<file path="src/rtl/assert_macros.svh">
// assertion helpers shared by the rtl
`ifndef ASSERT_MACROS_SVH
`define ASSERT_MACROS_SVH

// property checked on every clock edge outside reset
`define ASSERT_CLK(label, clk, rstn, prop, msg) \
    label: assert property (@(posedge clk) disable iff (!(rstn)) (prop)) else $error(msg);

// condition that must never be seen outside reset
`define ASSERT_NEVER(label, clk, rstn, cond, msg) \
    `ASSERT_CLK(label, clk, rstn, !(cond), msg)

`endif

</file>
<file path="src/rtl/cpu8_pkg.sv">
package cpu8_pkg;

    localparam int unsigned REVERSE_LIMIT = 1200;

    localparam logic [15:0] UPPER_MAP [128] = '{
        16'd199,  16'd252,  16'd233,  16'd226,  16'd228,  16'd224,  16'd229,  16'd231,
        16'd234,  16'd235,  16'd232,  16'd239,  16'd238,  16'd236,  16'd196,  16'd197,
        16'd201,  16'd230,  16'd198,  16'd244,  16'd246,  16'd242,  16'd251,  16'd249,
        16'd255,  16'd214,  16'd220,  16'd162,  16'd163,  16'd165,  16'd8359, 16'd402,
        16'd225,  16'd237,  16'd243,  16'd250,  16'd241,  16'd209,  16'd170,  16'd186,
        16'd191,  16'd8976, 16'd172,  16'd189,  16'd188,  16'd161,  16'd171,  16'd187,
        16'd9617, 16'd9618, 16'd9619, 16'd9474, 16'd9508, 16'd9569, 16'd9570, 16'd9558,
        16'd9557, 16'd9571, 16'd9553, 16'd9559, 16'd9565, 16'd9564, 16'd9563, 16'd9488,
        16'd9492, 16'd9524, 16'd9516, 16'd9500, 16'd9472, 16'd9532, 16'd9566, 16'd9567,
        16'd9562, 16'd9556, 16'd9577, 16'd9574, 16'd9568, 16'd9552, 16'd9580, 16'd9575,
        16'd9576, 16'd9572, 16'd9573, 16'd9561, 16'd9560, 16'd9554, 16'd9555, 16'd9579,
        16'd9578, 16'd9496, 16'd9484, 16'd9608, 16'd9604, 16'd9612, 16'd9616, 16'd9600,
        16'd945,  16'd223,  16'd915,  16'd960,  16'd931,  16'd963,  16'd181,  16'd964,
        16'd934,  16'd920,  16'd937,  16'd948,  16'd8734, 16'd966,  16'd949,  16'd8745,
        16'd8801, 16'd177,  16'd8805, 16'd8804, 16'd8992, 16'd8993, 16'd247,  16'd8776,
        16'd176,  16'd8729, 16'd183,  16'd8730, 16'd8319, 16'd178,  16'd9632, 16'd160
    };

    // up to three output bytes produced by one input byte
    typedef struct packed {
        logic [1:0]      count;
        logic [2:0][7:0] data;
        logic            string_end;
    } grp_t;

    typedef struct packed {
        logic       hit;
        logic [7:0] code;
    } lookup_t;

    // highest matching table entry wins
    function automatic lookup_t rev_lookup(input logic [15:0] cp);
        lookup_t r;
        r.hit  = 1'b0;
        r.code = 8'h00;
        for (int i = 0; i < 128; i++) begin
            if (UPPER_MAP[i] == cp) begin
                r.hit  = 1'b1;
                r.code = 8'h80 | 8'(i);
            end
        end
        if (32'(cp) >= REVERSE_LIMIT) begin
            r.hit = 1'b0;
        end
        return r;
    endfunction

endpackage

</file>
<file path="src/rtl/cpu8_decode.sv">
`include "assert_macros.svh"

module cpu8_decode (
    input  logic             aclk,
    input  logic             aresetn,
    input  logic             advance,
    input  logic [7:0]       in_byte,
    input  logic             in_last,
    input  logic             direction,
    output cpu8_pkg::grp_t   grp
);

    typedef enum logic [1:0] {
        PEND_IDLE,
        PEND_TWO_FINAL,
        PEND_THREE_FINAL,
        PEND_THREE_MID
    } pend_t;

    pend_t pend_reg, pend_next;
    logic [9:0] part_reg, part_next;

    logic [15:0] fwd_cp;
    logic [15:0] rev_cp;
    logic        rev_floor_ok;
    logic        standalone;
    cpu8_pkg::lookup_t look;

    assign fwd_cp = in_byte[7] ? cpu8_pkg::UPPER_MAP[in_byte[6:0]] : {8'h00, in_byte};
    assign rev_cp = {part_reg, in_byte[5:0]};
    assign rev_floor_ok = (pend_reg == PEND_TWO_FINAL) ? (rev_cp >= 16'h0080)
                                                        : (rev_cp >= 16'h0800);
    assign look = cpu8_pkg::rev_lookup(rev_cp);

    always_comb begin
        pend_next      = pend_reg;
        part_next      = part_reg;
        standalone     = 1'b0;
        grp.count      = 2'd0;
        grp.data       = '0;
        grp.string_end = in_last;
        if (!direction) begin
            pend_next = PEND_IDLE;
            part_next = '0;
            if (fwd_cp < 16'h0080) begin
                grp.count   = 2'd1;
                grp.data[0] = fwd_cp[7:0];
            end else if (fwd_cp < 16'h0800) begin
                grp.count   = 2'd2;
                grp.data[0] = {3'b110, fwd_cp[10:6]};
                grp.data[1] = {2'b10, fwd_cp[5:0]};
            end else begin
                grp.count   = 2'd3;
                grp.data[0] = {4'b1110, fwd_cp[15:12]};
                grp.data[1] = {2'b10, fwd_cp[11:6]};
                grp.data[2] = {2'b10, fwd_cp[5:0]};
            end
        end else begin
            case (pend_reg)
                PEND_THREE_MID: begin
                    if (in_last) begin
                        standalone = 1'b1;
                    end else begin
                        part_next = {part_reg[3:0], in_byte[5:0]};
                        pend_next = PEND_THREE_FINAL;
                    end
                end
                PEND_TWO_FINAL, PEND_THREE_FINAL: begin
                    if (rev_floor_ok && look.hit) begin
                        grp.count   = 2'd1;
                        grp.data[0] = look.code;
                    end
                    pend_next = PEND_IDLE;
                    part_next = '0;
                end
                default: begin
                    standalone = 1'b1;
                end
            endcase
            if (standalone) begin
                if (!in_byte[7]) begin
                    grp.count   = 2'd1;
                    grp.data[0] = in_byte;
                end else if (in_byte[7:5] == 3'b110) begin
                    if (!in_last) begin
                        part_next = {5'b00000, in_byte[4:0]};
                        pend_next = PEND_TWO_FINAL;
                    end
                end else if (in_byte[7:4] == 4'b1110) begin
                    if (!in_last) begin
                        part_next = {6'b000000, in_byte[3:0]};
                        pend_next = PEND_THREE_MID;
                    end
                end
            end
            if (in_last) begin
                pend_next = PEND_IDLE;
                part_next = '0;
            end
        end
    end

    always_ff @(posedge aclk) begin
        if (!aresetn) begin
            pend_reg <= PEND_IDLE;
            part_reg <= '0;
        end else if (advance) begin
            pend_reg <= pend_next;
            part_reg <= part_next;
        end
    end

    `ASSERT_CLK(a_last_returns_idle, aclk, aresetn,
        (advance && in_last) |=> (pend_reg == PEND_IDLE), "decoder not idle after end of string")
    `ASSERT_NEVER(a_mid_payload_narrow, aclk, aresetn,
        (pend_reg == PEND_THREE_MID) && (part_reg[9:4] != 6'd0), "3-byte lead payload too wide")
    `ASSERT_NEVER(a_two_payload_narrow, aclk, aresetn,
        (pend_reg == PEND_TWO_FINAL) && (part_reg[9:5] != 5'd0), "2-byte lead payload too wide")

endmodule

</file>
<file path="src/rtl/cpu8_serializer.sv">
`include "assert_macros.svh"

module cpu8_serializer (
    input  logic           aclk,
    input  logic           aresetn,
    input  logic           load,
    input  cpu8_pkg::grp_t grp,
    output logic           free,
    output logic           m_tvalid,
    input  logic           m_tready,
    output logic [7:0]     m_tdata,   // out_byte
    output logic           m_tlast,   // run_last
    output logic [0:0]     m_tuser    // string_end
);

    logic            valid_reg;
    logic [1:0]      cnt_reg;
    logic [1:0]      idx_reg;
    logic [2:0][7:0] data_reg;
    logic            end_reg;
    logic            run_last;

    assign run_last = (idx_reg == (cnt_reg - 2'd1));
    assign free     = !valid_reg || (m_tready && run_last);

    assign m_tvalid   = valid_reg;
    assign m_tlast    = run_last;
    assign m_tuser[0] = end_reg;

    always_comb begin
        case (idx_reg)
            2'd0:    m_tdata = data_reg[0];
            2'd1:    m_tdata = data_reg[1];
            2'd2:    m_tdata = data_reg[2];
            default: m_tdata = 8'h00;
        endcase
    end

    always_ff @(posedge aclk) begin
        if (!aresetn) begin
            valid_reg <= 1'b0;
            cnt_reg   <= 2'd0;
            idx_reg   <= 2'd0;
        end else if (load) begin
            valid_reg <= 1'b1;
            cnt_reg   <= grp.count;
            idx_reg   <= 2'd0;
        end else if (valid_reg && m_tready) begin
            if (run_last) begin
                valid_reg <= 1'b0;
            end else begin
                idx_reg <= idx_reg + 2'd1;
            end
        end
    end

    always_ff @(posedge aclk) begin
        if (load) begin
            data_reg <= grp.data;
            end_reg  <= grp.string_end;
        end
    end

    `ASSERT_NEVER(a_count_nonzero, aclk, aresetn,
        valid_reg && (cnt_reg == 2'd0), "empty byte group held")
    `ASSERT_NEVER(a_index_in_range, aclk, aresetn,
        valid_reg && (idx_reg >= cnt_reg), "byte index past group end")
    `ASSERT_CLK(a_group_continues, aclk, aresetn,
        (valid_reg && m_tready && !run_last) |=> (valid_reg && (idx_reg != 2'd0)),
        "group ended early")
    `ASSERT_NEVER(a_load_when_free, aclk, aresetn,
        load && !free, "group overwritten before drained")

endmodule

</file>
<file path="src/rtl/cp437_utf8_transcoder.sv">
// path: an input byte is registered, decoded and loaded into the output serializer
// throughput: the serializer sends one output byte per cycle while m_tready is high;
// a forward byte expanding to 2 or 3 utf-8 bytes holds the next input byte in the
// input register until its group drains; bytes yielding nothing never load the serializer
// reset: aresetn synchronous active low, clears direction, decoder state and valids
module cp437_utf8_transcoder (
    input  logic       aclk,
    input  logic       aresetn,
    input  logic       cfg_valid,
    output logic       cfg_ready,
    input  logic       cfg_data,   // direction
    input  logic       s_tvalid,
    output logic       s_tready,
    input  logic [7:0] s_tdata,    // in_byte
    input  logic       s_tlast,    // last_of_string
    output logic       m_tvalid,
    input  logic       m_tready,
    output logic [7:0] m_tdata,    // out_byte
    output logic       m_tlast,    // run_last
    output logic [0:0] m_tuser     // string_end
);

    logic           dir_reg;
    logic           in_valid_reg;
    logic [7:0]     in_byte_reg;
    logic           in_last_reg;
    logic           free;
    logic           advance;
    cpu8_pkg::grp_t grp;

    assign cfg_ready = 1'b1;
    assign advance   = in_valid_reg && free;
    assign s_tready  = !in_valid_reg || advance;

    always_ff @(posedge aclk) begin
        if (!aresetn) begin
            dir_reg      <= 1'b0;
            in_valid_reg <= 1'b0;
        end else begin
            if (cfg_valid) begin
                dir_reg <= cfg_data;
            end
            if (s_tready) begin
                in_valid_reg <= s_tvalid;
            end
        end
    end

    always_ff @(posedge aclk) begin
        if (s_tready && s_tvalid) begin
            in_byte_reg <= s_tdata;
            in_last_reg <= s_tlast;
        end
    end

    cpu8_decode u_decode (
        .aclk      (aclk),
        .aresetn   (aresetn),
        .advance   (advance),
        .in_byte   (in_byte_reg),
        .in_last   (in_last_reg),
        .direction (dir_reg),
        .grp       (grp)
    );

    cpu8_serializer u_serializer (
        .aclk     (aclk),
        .aresetn  (aresetn),
        .load     (advance && (grp.count != 2'd0)),
        .grp      (grp),
        .free     (free),
        .m_tvalid (m_tvalid),
        .m_tready (m_tready),
        .m_tdata  (m_tdata),
        .m_tlast  (m_tlast),
        .m_tuser  (m_tuser)
    );

endmodule

</file>
<file path="config.mk">
export PLATFORM = sky130hd
export DESIGN_NAME = cp437_utf8_transcoder
export DESIGN_NICKNAME = d
export VERILOG_FILES = /design/src/rtl/cpu8_pkg.sv /design/src/rtl/cpu8_decode.sv /design/src/rtl/cpu8_serializer.sv /design/src/rtl/cp437_utf8_transcoder.sv
export VERILOG_INCLUDE_DIRS = /design/src /design/src/rtl
export SDC_FILE = /design/constraint.sdc
export NUM_CORES = 1
export LEC_CHECK = 0
export BUFFER_PORTS_ARGS = -buffer_cell sky130_fd_sc_hd__buf_2
export CAP_MARGIN = 40
export CORE_MARGIN = 2
export CORE_UTILIZATION = 34
export CTS_CLUSTER_SIZE = 30
export DETAILED_ROUTE_END_ITERATION = 12
export PLACE_DENSITY = 0.47
export SYNTH_ARGS = -nofsm -noshare
export SYNTH_HDL_FRONTEND = slang
export SYNTH_SLANG_ARGS = --single-unit
</file>
<file path="constraint.sdc">
create_clock -name aclk -period 4.5 [get_ports aclk]
set_input_delay 0.225 -clock aclk [delete_from_list [all_inputs] [get_ports aclk]]
set_output_delay 0.225 -clock aclk [all_outputs]
set_load 0.02 [all_outputs]
</file>
==> summary.md <==
| Metric | Value |
|---|---|
| CP Data Required Time | `4640 ps` |
| Detail Placement HPWL | `23500 um` |
| Clock Skews | `~23 ps` |
| Sequential area share after synthesis | `18.7%` |
| Nets@finish | `roughly 1000` |
| Status | `completed` |
| Clock Tree Buf Depth | `2` |
| Drt first pass iters | `6` |
| Fraction of registers with async set/reset | `0%` |
| Die span in y | `about 150 um` |
| Placed cells | `approximately 1200` |
| Vias | `8297` |
| Sw Pwr | `roughly 0.6 mW` |
| Top-count cell post-synth | `nor2_1` |
| Number of diodes | `0` |
| Fraction of layout cells with a size suffix above 1 | `between 10% and 20%` |
| Mapped Cells | `972` |
| Critical path arrival | `just over 4000 ps` |
| Final WL | `roughly 32000 um` |
| Bufs and invs on worst path | `1` |
| Die width | `between 100 and 150 um` |
| RR Startpoint | `in_byte_reg[1]` |
| Htree depth | `2` |
| Worst Hold Depth | `1` |
| R2R Setup Slk | `about 490 ps` |
| Mapped Avg Cell Area | `between 7 and 8 um2` |
| Standard-cell rows | `53` |
| DR iter-0 viols | `approximately 1100` |
| Post-synth top cells | `nor2_1 (93), o21ai_0 (76), nand2_1 (74), a21oi_1 (69), clkbuf_1 (51)` |
| Crit path max-delay family | `compound AO/OA/AOI/OAI gates` |
| Hold path startpoint | `s_tdata[3]` |
| Crit-path max cell delay | `around 770 ps` |
| PostCTS Resize Cnt | `0` |
| Area growth syn-to-layout | `8.36%` |
| Post-synthesis cell area | `between 0.007 and 0.008 mm2` |
| Worst Path Class, Setup | `flop to flop` |
| R2r worst-path depth | `10` |
| Number of global-route vias before repair | `roughly 7600` |
| Number of flops mapped to enable cells by yosys | `32` |
| PwrDens | `slightly below 200 mW/mm2` |
| Via-to-Cell Ratio | `between 6 and 7` |
| Final hold violations | `0` |
| Clock network power share | `a little under a third` |
| Largest net degree at the start of global routing | `46` |
| Num CTS Buffers | `5` |
| Setup-failing EPs final | `0` |
| Ports | `28` |
| Worst-Margin Slew | `~930 ps` |
| Fmax | `around 0.25 GHz` |
| Routed length per placed instance | `roughly 26 um` |
| Clk sinks | `51` |
| # fillers | `between 2000 and 2500` |
| Synth Flop Type | `edfxtp_1` |
| Cell breakdown of the critical path | `inv_1, ha_1, nand3b_1, a2111oi_0, o21ai_0, o2111ai_4, nor4_2, and4_1, nand2b_4, a221oi_2` |
| Post-route ant nets | `0` |
| Max reg flops | `22` |
| DRC viols | `0` |
| Post-layout min period | `roughly 4000 ps` |
| Ys Warns | `0` |
| Placement Setup Slack | `between 600 and 700 ps` |
| Setup TNS | `0 ps` |
| Reg power frac | `~36%` |
| Setup crit start kind | `flop` |
| Slew HR | `37.8%` |
| Internal | `slightly above 0.9 mW` |
| CTS tree | `done` |
| Layout Cells excl Fill | `between 1000 and 1500` |
| Yosys top cell area share | `13.4%` |
| Final setup margin | `slightly below 500 ps` |
| IO Port Bufs | `26` |
| Initial Utilization | `about a third` |
| Max Slew Vio Count | `0` |
| Maximum Capacitance Violations | `0` |
| Pleak | `about 2.6 nW` |
| Combinational Power Share | `about a third` |
| RR Endpoint | `u_serializer.data_reg[3]` |
| Post-synth cell types | `100` |
| Hold WC Path Type | `primary input to flop` |
| Worst hold endpoint | `in_byte_reg[3]` |
| VDD IR max | `~0.19 mV` |
| Congestion Overflow GR | `0` |
| CP max FO | `21` |
| FF+latch count, synth | `51` |
| Register area | `roughly 0.0013 mm2` |
| Sw frac | `roughly 40%` |
| Hold_buf cts | `0` |
| Footprint of the multi-input gates | `approximately 0.0052 mm2` |
| CTS root buf | `clkbuf_16` |
| Clock transition at path regs | `about 100 ps` |
| Net Count, Synth | `1011` |
| GP Congestion | `approximately 1.1` |
| Die ar. | `around 0.022 mm2` |
| Final period utilization | `89.1%` |
| Top cells by area, synth | `edfxtp_1 (13%), dfxtp_1 (5.3%), o21ai_0 (5.3%), nor2_1 (4.9%), a21oi_1 (4.8%)` |
| Master of the slowest instance on the critical path | `ha_1` |
| Initial antenna violation count | `0` |
| Crit end category | `flop` |
| First-pass GRT wire length | `approximately 48000 um` |
| RSZ-0062 raised after global routing | `no` |
| Largest area contributor in the netlist | `edfxtp_1` |
| Area of the core | `between 0.02 and 0.025 mm2` |
| Clk Latency, worst-skew pair | `approximately 330 ps` |
| All-Layer GR Usage | `28.5%` |
| Post-CTS setup buffers | `0` |
-- cell usage in the layout (no fill, tap or decap), types with 7 or more instances in the layout --
cell type / synthesis / routed
nor2_1: 93 / 93
o21ai_0: 76 / 76
nand2_1: 74 / 74
a21oi_1: 69 / 69
buf_4: 5 / 47
nand3_1: 36 / 36
nor3_1: 34 / 34
edfxtp_1: 32 / 32
nand2b_1: 27 / 27
buf_2: 28 / 26
ha_1: 24 / 24
nor2b_1: 23 / 23
o211ai_1: 21 / 21
a31oi_1: 21 / 21
o22ai_1: 21 / 21
inv_1: 20 / 20
dfxtp_1: 19 / 19
a211oi_1: 18 / 18
nand3b_1: 13 / 13
nor4_1: 11 / 11
and2_1: 11 / 11
nand4_1: 11 / 11
a22oi_1: 10 / 10
o2111ai_1: 8 / 8
a32oi_1: 8 / 8
a222oi_1: 8 / 8
nand4bb_1: 7 / 7
o31ai_1: 7 / 7
mux4_2: 7 / 7
-- power by group through the flow --
| stage | registers, mW | logic (mW) | clock network, mW |
|---|---|---|---|
| 6_report | 0.554 | 0.515 | 0.460 |
| 5_1_grt | 0.557 | 0.549 | 0.485 |
| 4_1_cts | 0.553 | 0.503 | 0.470 |
| 3_5_place_dp | 0.564 | 0.501 | 0 |
| 3_3_place_gp | 0.568 | 0.502 | 0 |
| 2_1_floorplan | 0.550 | 0.351 | 0 |
-- worst reg2reg max path, stage by stage (launching register included) --
cell,delay (ps)
edfxtp_1,390
inv_1,300
ha_1,780
nand3b_1,140
a2111oi_0,750
o21ai_0,440
o2111ai_4,230
nor4_2,90
and4_1,290
nand2b_4,170
a221oi_2,250
-- cell type report --
class	count	area share (%)
Clock buffer	5	1.61
Clock inverter	3	0.370
Multi-Input combinational cell	800	67.4
Sequential cell	51	17.3
Tap cell	275	4.43
Timing Repair Buffer	79	7.86
Inverter	22	1.10
-- metal layers --
metal / GRT usage, % / part of all wire (%) / wire (um)
met1: 39.6 / 42 / 13500
met2: 42.8 / 43 / 13900
met3: 5.57 / 9.8 / 3150
met4: 12.3 / 5.1 / 1630
met5: 0 / 0 / 0
-- worst max-delay path by stage --
stage / slack [ps] / cells after the start / endpoint / from
after floorplan: 760 / 11 / u_serializer.data_reg[0] / in_byte_reg[0]
after global placement: 660 / 11 / u_serializer.data_reg[3] / in_byte_reg[1]
after detailed placement: 680 / 11 / u_serializer.data_reg[3] / in_byte_reg[1]
after CTS: 650 / 10 / u_serializer.data_reg[3] / in_byte_reg[1]
after global routing: 340 / 11 / u_serializer.data_reg[3] / in_byte_reg[1]
final: 490 / 10 / u_serializer.data_reg[3] / in_byte_reg[1]
-- through the flow --
| stage | power [mW] | util [%] | area, um2 | hold slack (ps) |
|---|---|---|---|---|
| after floorplan | 0.901 | - | 7170 | 324 |
| after global placement | 1.07 | 36.3 | 7590 | 403 |
| after detailed placement | 1.06 | 36.4 | 7610 | 403 |
| after CTS | 1.53 | 37.2 | 7770 | 59.6 |
| after global routing | 1.59 | 37.2 | 7770 | 62.1 |
| final | 1.53 | 37.2 | 7770 | 65.4 |
-- logic make-up after synthesis --
family                     after synthesis  share of synthesized area (%)
and+or+nand+nor                        405                           31.5
AOI/OAI and AO/OA                      348                           33.0
buffers and inverters                  121                           8.29
DFF                                     51                           18.7
adders and majority gates               24                           4.19
muxes                                   16                           3.51
xor gates and xnor gates                 6                          0.733
other                                    1                         0.0523
No activity file was read; power rests on OpenSTA's default activity.
